### src/rtl/core/hsv2rgb_pkg.sv
`timescale 1ns / 1ps
`default_nettype none
// Shared widths, constants, sector codes and stage-enable struct for the
// HSV to RGB converter. No dependencies.
package hsv2rgb_pkg;

  // Field widths of the input request
  localparam int HUE_W = 9;
  localparam int PCT_W = 7;

  // Output level width; full scale is 2^OUT_BITS - 1
  localparam int OUT_BITS = 8;

  localparam int HUE_MAX = 359;
  localparam int PCT_MAX = 100;

  // Hue-derived terms
  localparam int TMOD_W = 7;   // hue mod 120, 0..119
  localparam int WT_W   = 6;   // 60 - |t - 60|, 0..60
  localparam int SV_W   = 14;  // s*v, 0..10000
  localparam int COMP_W = 20;  // component in 1/600000 of full scale

  localparam int TOP_SCALE    = 6000;
  localparam int CHROMA_SCALE = 60;

  // Rounding divide by the component denominator
  localparam longint unsigned SCALE_DEN = 64'd600000;
  localparam longint unsigned HALF_DEN  = SCALE_DEN / 64'd2;
  localparam longint unsigned FULL_SCALE = (64'd1 << OUT_BITS) - 64'd1;
  localparam longint unsigned X_MAX = SCALE_DEN * FULL_SCALE + HALF_DEN;
  localparam int X_W = $clog2(X_MAX + 64'd1);
  // Reciprocal, truncated: the estimate is low by at most one
  localparam longint unsigned REC_M = (64'd1 << X_W) / SCALE_DEN;
  localparam int M_W = $clog2(REC_M + 64'd1);
  localparam int P_W = X_W + M_W;

  // Six 60-degree hue sectors
  typedef enum logic [2:0] {
    SEC_0   = 3'd0,  // R top, G mid, B low
    SEC_60  = 3'd1,  // R mid, G top, B low
    SEC_120 = 3'd2,  // R low, G top, B mid
    SEC_180 = 3'd3,  // R low, G mid, B top
    SEC_240 = 3'd4,  // R mid, G low, B top
    SEC_300 = 3'd5   // R top, G low, B mid
  } sector_t;

  // Load enables of the three scaling stages
  typedef struct packed {
    logic x_ld;
    logic q_ld;
    logic lvl_ld;
  } scale_en_t;

endpackage
`default_nettype wire

### src/rtl/core/hsv2rgb_if.sv
`timescale 1ns / 1ps
`default_nettype none
// Valid/ready channel interfaces for HSV requests and RGB results.
// Depends on hsv2rgb_pkg for field widths.
interface hsv2rgb_in_if import hsv2rgb_pkg::*; ();
  logic                valid;
  logic                ready;
  logic [HUE_W-1:0]    hue_degrees;
  logic [PCT_W-1:0]    saturation_pct;
  logic [PCT_W-1:0]    value_pct;

  modport source (output valid, hue_degrees, saturation_pct, value_pct, input ready);
  modport sink   (input valid, hue_degrees, saturation_pct, value_pct, output ready);
endinterface

interface hsv2rgb_out_if import hsv2rgb_pkg::*; ();
  logic                valid;
  logic                ready;
  logic [OUT_BITS-1:0] red_level;
  logic [OUT_BITS-1:0] green_level;
  logic [OUT_BITS-1:0] blue_level;

  modport source (output valid, red_level, green_level, blue_level, input ready);
  modport sink   (input valid, red_level, green_level, blue_level, output ready);
endinterface
`default_nettype wire

### src/rtl/core/hsv2rgb_scale.sv
`timescale 1ns / 1ps
`default_nettype none
// Three-stage rounding scale of one component to an output level:
// floor((comp*FS + D/2) / D) by reciprocal multiply and one correction.
// Depends on hsv2rgb_pkg.
module hsv2rgb_scale import hsv2rgb_pkg::*; (
  input  wire logic                clk,
  input  wire scale_en_t           en,
  input  wire logic [COMP_W-1:0]   comp,
  output logic      [OUT_BITS-1:0] level
);

  logic [X_W-1:0]      x_r, x_nxt;
  logic [X_W-1:0]      x2_r;
  logic [OUT_BITS-1:0] q_r, q_nxt;
  logic [OUT_BITS-1:0] lvl_r, lvl_nxt;
  logic [P_W-1:0]      prod;
  logic [X_W-1:0]      rem;

  // comp*FS is comp*2^n - comp; add half the denominator to round
  assign x_nxt = (X_W'(comp) << OUT_BITS) - X_W'(comp) + X_W'(HALF_DEN);

  // Estimate is the true quotient or one below
  assign prod  = P_W'(x_r) * P_W'(REC_M);
  assign q_nxt = OUT_BITS'(prod >> X_W);

  assign rem     = x2_r - X_W'(q_r) * X_W'(SCALE_DEN);
  assign lvl_nxt = (rem >= X_W'(SCALE_DEN)) ? q_r + OUT_BITS'(1) : q_r;

  always_ff @(posedge clk) begin
    if (en.x_ld) begin
      x_r <= x_nxt;
    end
    if (en.q_ld) begin
      q_r  <= q_nxt;
      x2_r <= x_r;
    end
    if (en.lvl_ld) begin
      lvl_r <= lvl_nxt;
    end
  end

  assign level = lvl_r;

endmodule
`default_nettype wire

### src/rtl/core/hsv_to_rgb_converter_top.sv
`timescale 1ns / 1ps
`default_nettype none
// HSV to RGB converter, six-stage pipeline with valid bits per stage.
// Throughput: one request per cycle; a stall holds each occupied stage that has no
// empty stage after it, and bubbles close up since each stage loads when it is empty.
// Reset (rst_n, synchronous, active low) clears all stage valid bits.
// Depends on hsv2rgb_pkg, hsv2rgb_in_if/hsv2rgb_out_if and hsv2rgb_scale.
module hsv_to_rgb_converter_top import hsv2rgb_pkg::*; (
  input  wire logic      clk,
  input  wire logic      rst_n,
  hsv2rgb_in_if.sink     in_ch,
  hsv2rgb_out_if.source  out_ch
);

  // ---------------------------------------------------------------------
  // Stage valid bits and ready chain. Stage k loads whenever it is empty
  // or its content moves on; stages 4..6 live in the scale lanes.
  // ---------------------------------------------------------------------
  logic [5:0] vld_r, vld_nxt;
  logic [5:0] rdy;
  scale_en_t  sc_en;

  always_comb begin
    rdy[5] = !vld_r[5] || out_ch.ready;
    for (int k = 4; k >= 0; k--) begin
      rdy[k] = !vld_r[k] || rdy[k+1];
    end
  end

  always_comb begin
    vld_nxt = vld_r;
    if (rdy[0]) begin
      vld_nxt[0] = in_ch.valid;
    end
    for (int k = 1; k < 6; k++) begin
      if (rdy[k]) begin
        vld_nxt[k] = vld_r[k-1];
      end
    end
  end

  always_ff @(posedge clk) begin
    if (!rst_n) begin
      vld_r <= '0;
    end else begin
      vld_r <= vld_nxt;
    end
  end

  assign in_ch.ready = rdy[0];
  assign sc_en.x_ld   = rdy[3];
  assign sc_en.q_ld   = rdy[4];
  assign sc_en.lvl_ld = rdy[5];

  // ---------------------------------------------------------------------
  // Stage 1: clamp the request, find the sector and the secondary weight
  // 60 - |(hue mod 120) - 60|.
  // ---------------------------------------------------------------------
  logic [HUE_W-1:0]  hue_c;
  logic [PCT_W-1:0]  sat_c, val_c;
  logic [TMOD_W-1:0] tmod, tdev;
  sector_t           sec1_nxt, sec1_r;
  logic [WT_W-1:0]   wt1_nxt, wt1_r;
  logic [PCT_W-1:0]  sat1_r, val1_r;

  always_comb begin
    hue_c = (in_ch.hue_degrees > HUE_W'(HUE_MAX)) ? HUE_W'(HUE_MAX) : in_ch.hue_degrees;
    sat_c = (in_ch.saturation_pct > PCT_W'(PCT_MAX)) ? PCT_W'(PCT_MAX)
                                                     : in_ch.saturation_pct;
    val_c = (in_ch.value_pct > PCT_W'(PCT_MAX)) ? PCT_W'(PCT_MAX) : in_ch.value_pct;

    if (hue_c >= HUE_W'(240)) begin
      tmod = TMOD_W'(hue_c - HUE_W'(240));
    end else if (hue_c >= HUE_W'(120)) begin
      tmod = TMOD_W'(hue_c - HUE_W'(120));
    end else begin
      tmod = TMOD_W'(hue_c);
    end
    tdev    = (tmod >= TMOD_W'(60)) ? tmod - TMOD_W'(60) : TMOD_W'(60) - tmod;
    wt1_nxt = WT_W'(TMOD_W'(60) - tdev);

    if (hue_c < HUE_W'(60)) begin
      sec1_nxt = SEC_0;
    end else if (hue_c < HUE_W'(120)) begin
      sec1_nxt = SEC_60;
    end else if (hue_c < HUE_W'(180)) begin
      sec1_nxt = SEC_120;
    end else if (hue_c < HUE_W'(240)) begin
      sec1_nxt = SEC_180;
    end else if (hue_c < HUE_W'(300)) begin
      sec1_nxt = SEC_240;
    end else begin
      sec1_nxt = SEC_300;
    end
  end

  always_ff @(posedge clk) begin
    if (rdy[0]) begin
      sec1_r <= sec1_nxt;
      wt1_r  <= wt1_nxt;
      sat1_r <= sat_c;
      val1_r <= val_c;
    end
  end

  // ---------------------------------------------------------------------
  // Stage 2: s*v and the top term v*6000.
  // ---------------------------------------------------------------------
  logic [SV_W-1:0]   sv2_nxt, sv2_r;
  logic [COMP_W-1:0] top2_nxt, top2_r;
  sector_t           sec2_r;
  logic [WT_W-1:0]   wt2_r;

  assign sv2_nxt  = SV_W'(sat1_r) * SV_W'(val1_r);
  assign top2_nxt = COMP_W'(val1_r) * COMP_W'(TOP_SCALE);

  always_ff @(posedge clk) begin
    if (rdy[1]) begin
      sv2_r  <= sv2_nxt;
      top2_r <= top2_nxt;
      sec2_r <= sec1_r;
      wt2_r  <= wt1_r;
    end
  end

  // ---------------------------------------------------------------------
  // Stage 3: chroma, then low = top - chroma and mid = sv*weight + low.
  // ---------------------------------------------------------------------
  logic [COMP_W-1:0] chroma, mpart;
  logic [COMP_W-1:0] low3_nxt, mid3_nxt;
  logic [COMP_W-1:0] top3_r, mid3_r, low3_r;
  sector_t           sec3_r;

  assign chroma   = COMP_W'(sv2_r) * COMP_W'(CHROMA_SCALE);
  assign mpart    = COMP_W'(sv2_r) * COMP_W'(wt2_r);
  assign low3_nxt = top2_r - chroma;
  assign mid3_nxt = mpart + low3_nxt;

  always_ff @(posedge clk) begin
    if (rdy[2]) begin
      top3_r <= top2_r;
      mid3_r <= mid3_nxt;
      low3_r <= low3_nxt;
      sec3_r <= sec2_r;
    end
  end

  // ---------------------------------------------------------------------
  // Route top/mid/low to R, G, B by sector, then scale each in its lane.
  // ---------------------------------------------------------------------
  logic [COMP_W-1:0] red_comp, grn_comp, blu_comp;

  always_comb begin
    case (sec3_r)
      SEC_0: begin
        red_comp = top3_r; grn_comp = mid3_r; blu_comp = low3_r;
      end
      SEC_60: begin
        red_comp = mid3_r; grn_comp = top3_r; blu_comp = low3_r;
      end
      SEC_120: begin
        red_comp = low3_r; grn_comp = top3_r; blu_comp = mid3_r;
      end
      SEC_180: begin
        red_comp = low3_r; grn_comp = mid3_r; blu_comp = top3_r;
      end
      SEC_240: begin
        red_comp = mid3_r; grn_comp = low3_r; blu_comp = top3_r;
      end
      default: begin
        red_comp = top3_r; grn_comp = low3_r; blu_comp = mid3_r;
      end
    endcase
  end

  hsv2rgb_scale u_scale_red (
    .clk   (clk),
    .en    (sc_en),
    .comp  (red_comp),
    .level (out_ch.red_level)
  );

  hsv2rgb_scale u_scale_grn (
    .clk   (clk),
    .en    (sc_en),
    .comp  (grn_comp),
    .level (out_ch.green_level)
  );

  hsv2rgb_scale u_scale_blu (
    .clk   (clk),
    .en    (sc_en),
    .comp  (blu_comp),
    .level (out_ch.blue_level)
  );

  // Result request is presented straight from the last stage
  assign out_ch.valid = vld_r[5];

endmodule
`default_nettype wire

### src/flat_wrapper.sv
// flat-port wrapper written by rule: the top's interface ports become plain ports
module hsv_to_rgb_converter_top_flat import hsv2rgb_pkg::*;
  (clk, rst_n, in_ch_valid, in_ch_hue_degrees, in_ch_saturation_pct, in_ch_value_pct, in_ch_ready, out_ch_valid, out_ch_red_level, out_ch_green_level, out_ch_blue_level, out_ch_ready);
  hsv2rgb_in_if in_ch_i ();
  hsv2rgb_out_if out_ch_i ();
  input  wire logic clk;
  input  wire logic rst_n;
  input wire logic [$bits(in_ch_i.valid)-1:0] in_ch_valid;
  input wire logic [$bits(in_ch_i.hue_degrees)-1:0] in_ch_hue_degrees;
  input wire logic [$bits(in_ch_i.saturation_pct)-1:0] in_ch_saturation_pct;
  input wire logic [$bits(in_ch_i.value_pct)-1:0] in_ch_value_pct;
  output wire logic [$bits(in_ch_i.ready)-1:0] in_ch_ready;
  output wire logic [$bits(out_ch_i.valid)-1:0] out_ch_valid;
  output wire logic [$bits(out_ch_i.red_level)-1:0] out_ch_red_level;
  output wire logic [$bits(out_ch_i.green_level)-1:0] out_ch_green_level;
  output wire logic [$bits(out_ch_i.blue_level)-1:0] out_ch_blue_level;
  input wire logic [$bits(out_ch_i.ready)-1:0] out_ch_ready;
  assign in_ch_i.valid = in_ch_valid;
  assign in_ch_i.hue_degrees = in_ch_hue_degrees;
  assign in_ch_i.saturation_pct = in_ch_saturation_pct;
  assign in_ch_i.value_pct = in_ch_value_pct;
  assign in_ch_ready = in_ch_i.ready;
  assign out_ch_valid = out_ch_i.valid;
  assign out_ch_red_level = out_ch_i.red_level;
  assign out_ch_green_level = out_ch_i.green_level;
  assign out_ch_blue_level = out_ch_i.blue_level;
  assign out_ch_i.ready = out_ch_ready;
  hsv_to_rgb_converter_top u_core (.clk(clk), .rst_n(rst_n), .in_ch(in_ch_i), .out_ch(out_ch_i));
endmodule
### config.mk
export PLATFORM = sky130hd
export DESIGN_NAME = hsv_to_rgb_converter_top_flat
export DESIGN_NICKNAME = d
export VERILOG_FILES = /design/src/rtl/core/hsv2rgb_pkg.sv /design/src/rtl/core/hsv2rgb_if.sv /design/src/rtl/core/hsv2rgb_scale.sv /design/src/rtl/core/hsv_to_rgb_converter_top.sv /design/src/flat_wrapper.sv
export SDC_FILE = /design/constraint.sdc
export NUM_CORES = 2
export LEC_CHECK = 0
export BUFFER_PORTS_ARGS = -buffer_cell sky130_fd_sc_hd__buf_2
export CORE_MARGIN = 2
export CORE_UTILIZATION = 25
export CTS_CLUSTER_SIZE = 40
export DETAILED_ROUTE_END_ITERATION = 8
export PLACE_DENSITY = 0.35
export SETUP_SLACK_MARGIN = 0.05
export SLEW_MARGIN = 30
export SYNTH_ARGS = -nofsm -noshare
export SYNTH_HDL_FRONTEND = slang
export SYNTH_SLANG_ARGS = --single-unit
### constraint.sdc
create_clock -name clk -period 16.5 [get_ports clk]
set_input_delay 1.65 -clock clk [delete_from_list [all_inputs] [get_ports clk]]
set_output_delay 1.65 -clock clk [all_outputs]
set_load 0.005 [all_outputs]
==> impl_metrics.json <==
{
  "critPathArrivalTime_ns": 7.65,
  "initial_core_util_pct": 25.2,
  "cts_buffers": 47,
  "dieArea_sq_mm": 0.190,
  "syn-instance-count": 4650,
  "rr_worst_depth": 24,
  "min_from": "u_core.wt1_r[2]$_DFFE_PP_",
  "grt_pass1_vias": 33568,
  "synth_nets": 5959,
  "synth-compound-area-share_pct": 11.9,
  "max_freq_mhz": 138,
  "worst_ep_required_time_ns": 16.89,
  "yosys.area_share.simple_pct": 9.13,
  "vias": 31386,
  "wire_per_inst_um": 16.3,
  "grtUsageMet2_pct": 20.3,
  "clock_path_buffers": 3,
  "slew_violations": 0,
  "setup_viol": 0,
  "ys_seq_elements": 323,
  "start_kind": "flip-flop",
  "slew_headroom_pct": 38.9,
  "antenna_found_initial": 1,
  "dp_hpwl_um": 99700,
  "root_buffer": "clkbuf_16",
  "synthTopCellsByCount": "inv_1, ha_1, fa_1",
  "top_usage_layer": "met2",
  "synthToLayoutAreaGrowth_pct": 10.6,
  "synth_ff_type": "edfxtp_1",
  "syn_avg_cell_area_sq_um": 10.0,
  "synth_edf_count": 317,
  "gp_congestion": 0.782,
  "fin_nets": 6026,
  "synth-xor-area-share_pct": 4.92,
  "async_flop_share_pct": 0,
  "postCtsSetupBuffers": 0,
  "timing.max_cap.violations": 0,
  "clkSlewWorstSetupHoldPaths_ns": 0.06,
  "tritoncts": "built",
  "clock_sinks": 323,
  "startpoint": "u_core.u_scale_blu.q_r[5]$_DFFE_PP_",
  "gr-total-overflow": 0,
  "insertion_delay_ns": 0.65,
  "die_w_um": 436,
  "path_class": "flip-flop to flip-flop",
  "yosys.area_share.adder_pct": 43.8,
  "tns_ns": 0,
  "core_area_sq_mm": 0.185,
  "track_usage_pct": 12.7,
  "yosysMostFrequentCell": "inv_1",
  "grt_max_degree": 76,
  "drtIter0Drc": 1239,
  "yosysSeqAreaShare_pct": 20.7,
  "finalClockSkew_ns": 0.0377,
  "status": "complete, no violations",
  "drive_gt1_share_pct": 4.10,
  "syn_area_sq_mm": 0.0466,
  "ctsHoldBuffers": 0,
  "std_cell_rows": 158,
  "synth.top_cell.area_share_pct": 25.0,
  "finalCritPeriodShare_pct": 44.0,
  "ios": 53,
  "cts_resized": 0,
  "synth_cell_types": 91,
  "use_met1_pct": 18.5,
  "period_minus_slack_ns": 7.26,
  "hold_viol": 0,
  "worstReg2RegStart": "u_core.u_scale_blu.q_r[5]$_DFFE_PP_",
  "hold_depth": 0,
  "htree_levels": 2,
  "synth_top_family_by_area": "adder cells",
  "endpoint_kind": "flip-flop",
  "cp_max_fo": 9,
  "synthMuxAreaShare_pct": 0.803,
  "yosys-top-cells-area": "fa_1, edfxtp_1, ha_1",
  "hold_class": "flip-flop to flip-flop",
  "use_met3_pct": 1.17,
  "die_y_um": 436,
  "viasPerCell": 4.34,
  "yosysWarnings": 0,
  "worst_pin_slew_ns": 0.891,
  "rsz0062_at_grt": "no",
  "grt_pass1_wl_um": 192000,
  "drtAntennaViolNets": 0,
  "yosys.area.top_type": "fa_1",
  "wl_um": 118000,
  "drc": 0,
  "port_buffers": 52,
  "drtPass1Iterations": 5
}
-- worst paths after layout --
check                                          end  slack [ns]
min                      u_core.wt2_r[2]$_DFFE_PP_        0.42
max          u_core.u_scale_blu.level[7]$_DFFE_PP_        9.24
max reg2reg  u_core.u_scale_blu.level[7]$_DFFE_PP_        9.24
min reg2reg              u_core.wt2_r[2]$_DFFE_PP_        0.42
-- placed cells by master (no fill, tap or decap), types with 15 or more instances in the layout --
cell type	netlist	routed
a211o_1	15	15
a211oi_1	20	20
a21boi_0	15	15
a21o_1	80	80
a21oi_1	226	226
a31oi_1	22	22
and2_1	76	76
and3_1	26	26
buf_2	7	52
clkbuf_16	0	47
edfxtp_1	317	317
fa_1	581	581
ha_1	701	701
inv_1	1040	1038
mux2i_1	34	34
nand2_1	243	241
nand2b_1	44	44
nand3_1	61	61
nand4_1	22	22
nor2_1	162	161
nor2b_1	51	51
nor3_1	61	60
o2111ai_1	17	17
o211ai_1	26	26
o21a_1	45	45
o21ai_0	125	125
o21bai_1	30	30
o22ai_1	29	29
o31a_1	17	17
o31ai_1	15	15
or2_2	20	20
or3_1	16	16
xnor2_1	170	170
xor2_1	81	81
-- critical path, stage by stage, from the launching register on --
cell	delay (ns)
edfxtp_1	0.55
fa_1	0.65
inv_1	0.09
fa_1	0.48
inv_1	0.05
fa_1	0.50
fa_1	0.49
ha_1	0.35
or2_2	0.34
a21oi_1	0.20
a211o_1	0.15
nand2_1	0.07
o21ai_0	0.21
nand2b_1	0.08
a21oi_1	0.17
xor2_1	0.18
ha_1	0.30
a21bo_2	0.21
a31oi_1	0.05
or4_1	0.52
a21oi_2	0.15
xnor3_1	0.35
nor4_4	0.54
nor3b_1	0.14
xor2_1	0.17
-- per-stage QoR --
stage	hold slack (ns)	cell area, sq um	setup slack, ns	instances	util, %
after global placement	0.402	49900	8.90	7148	26.9
after global routing	0.424	51500	8.55	7236	27.8
after floorplan	0.400	46600	9.88	4650	-
after CTS	0.420	51500	9.14	7235	27.8
after detailed placement	0.405	49900	9.16	7148	26.9
final	0.417	51500	9.24	7236	27.8
-- registers in the layout (all words and copies together), names as in the netlist, 18 cells and up --
register / count
u_core.mid3_r: 20
u_core.u_scale_grn.x2_r: 22
u_core.u_scale_blu.x2_r: 22
u_core.u_scale_blu.x_r: 28
u_core.u_scale_grn.x_r: 28
u_core.u_scale_red.x2_r: 22
u_core.low3_r: 18
u_core.u_scale_red.x_r: 28
-- layout make-up --
cell class	count	area, sq um
antenna	1	2.50
clock buffer	60	1240
clock inverter	27	409
fill	19666	134000
inverter	1040	3910
multi-input combinational	3242	32900
sequential	323	9640
tap	2480	3100
timing repair buffer	63	347
-- routing by layer --
metal | wire length, um | vias up | share of wire [%]
met5 | 0 | - | 0
met4 | 1770 | 0 | 1.5
met3 | 2410 | 89 | 2.0
met2 | 53300 | 266 | 45
met1 | 60800 | 15275 | 51
li1 | - | 15756 | -
-- cells by family (layout without fill, tap and decap cells) --
logic type / Yosys count / count (layout)
simple gates: 844 / 844
xor+xnor: 255 / 255
other cells: 0 / 1
flops: 323 / 323
compound gates: 824 / 824
fa+ha+maj: 1282 / 1282
mux: 37 / 37
buf+inv: 1085 / 1190
Power is left out: the tool's default activity adds up to more than one toggle a clock period on the data nets, which glitch-free logic cannot reach.
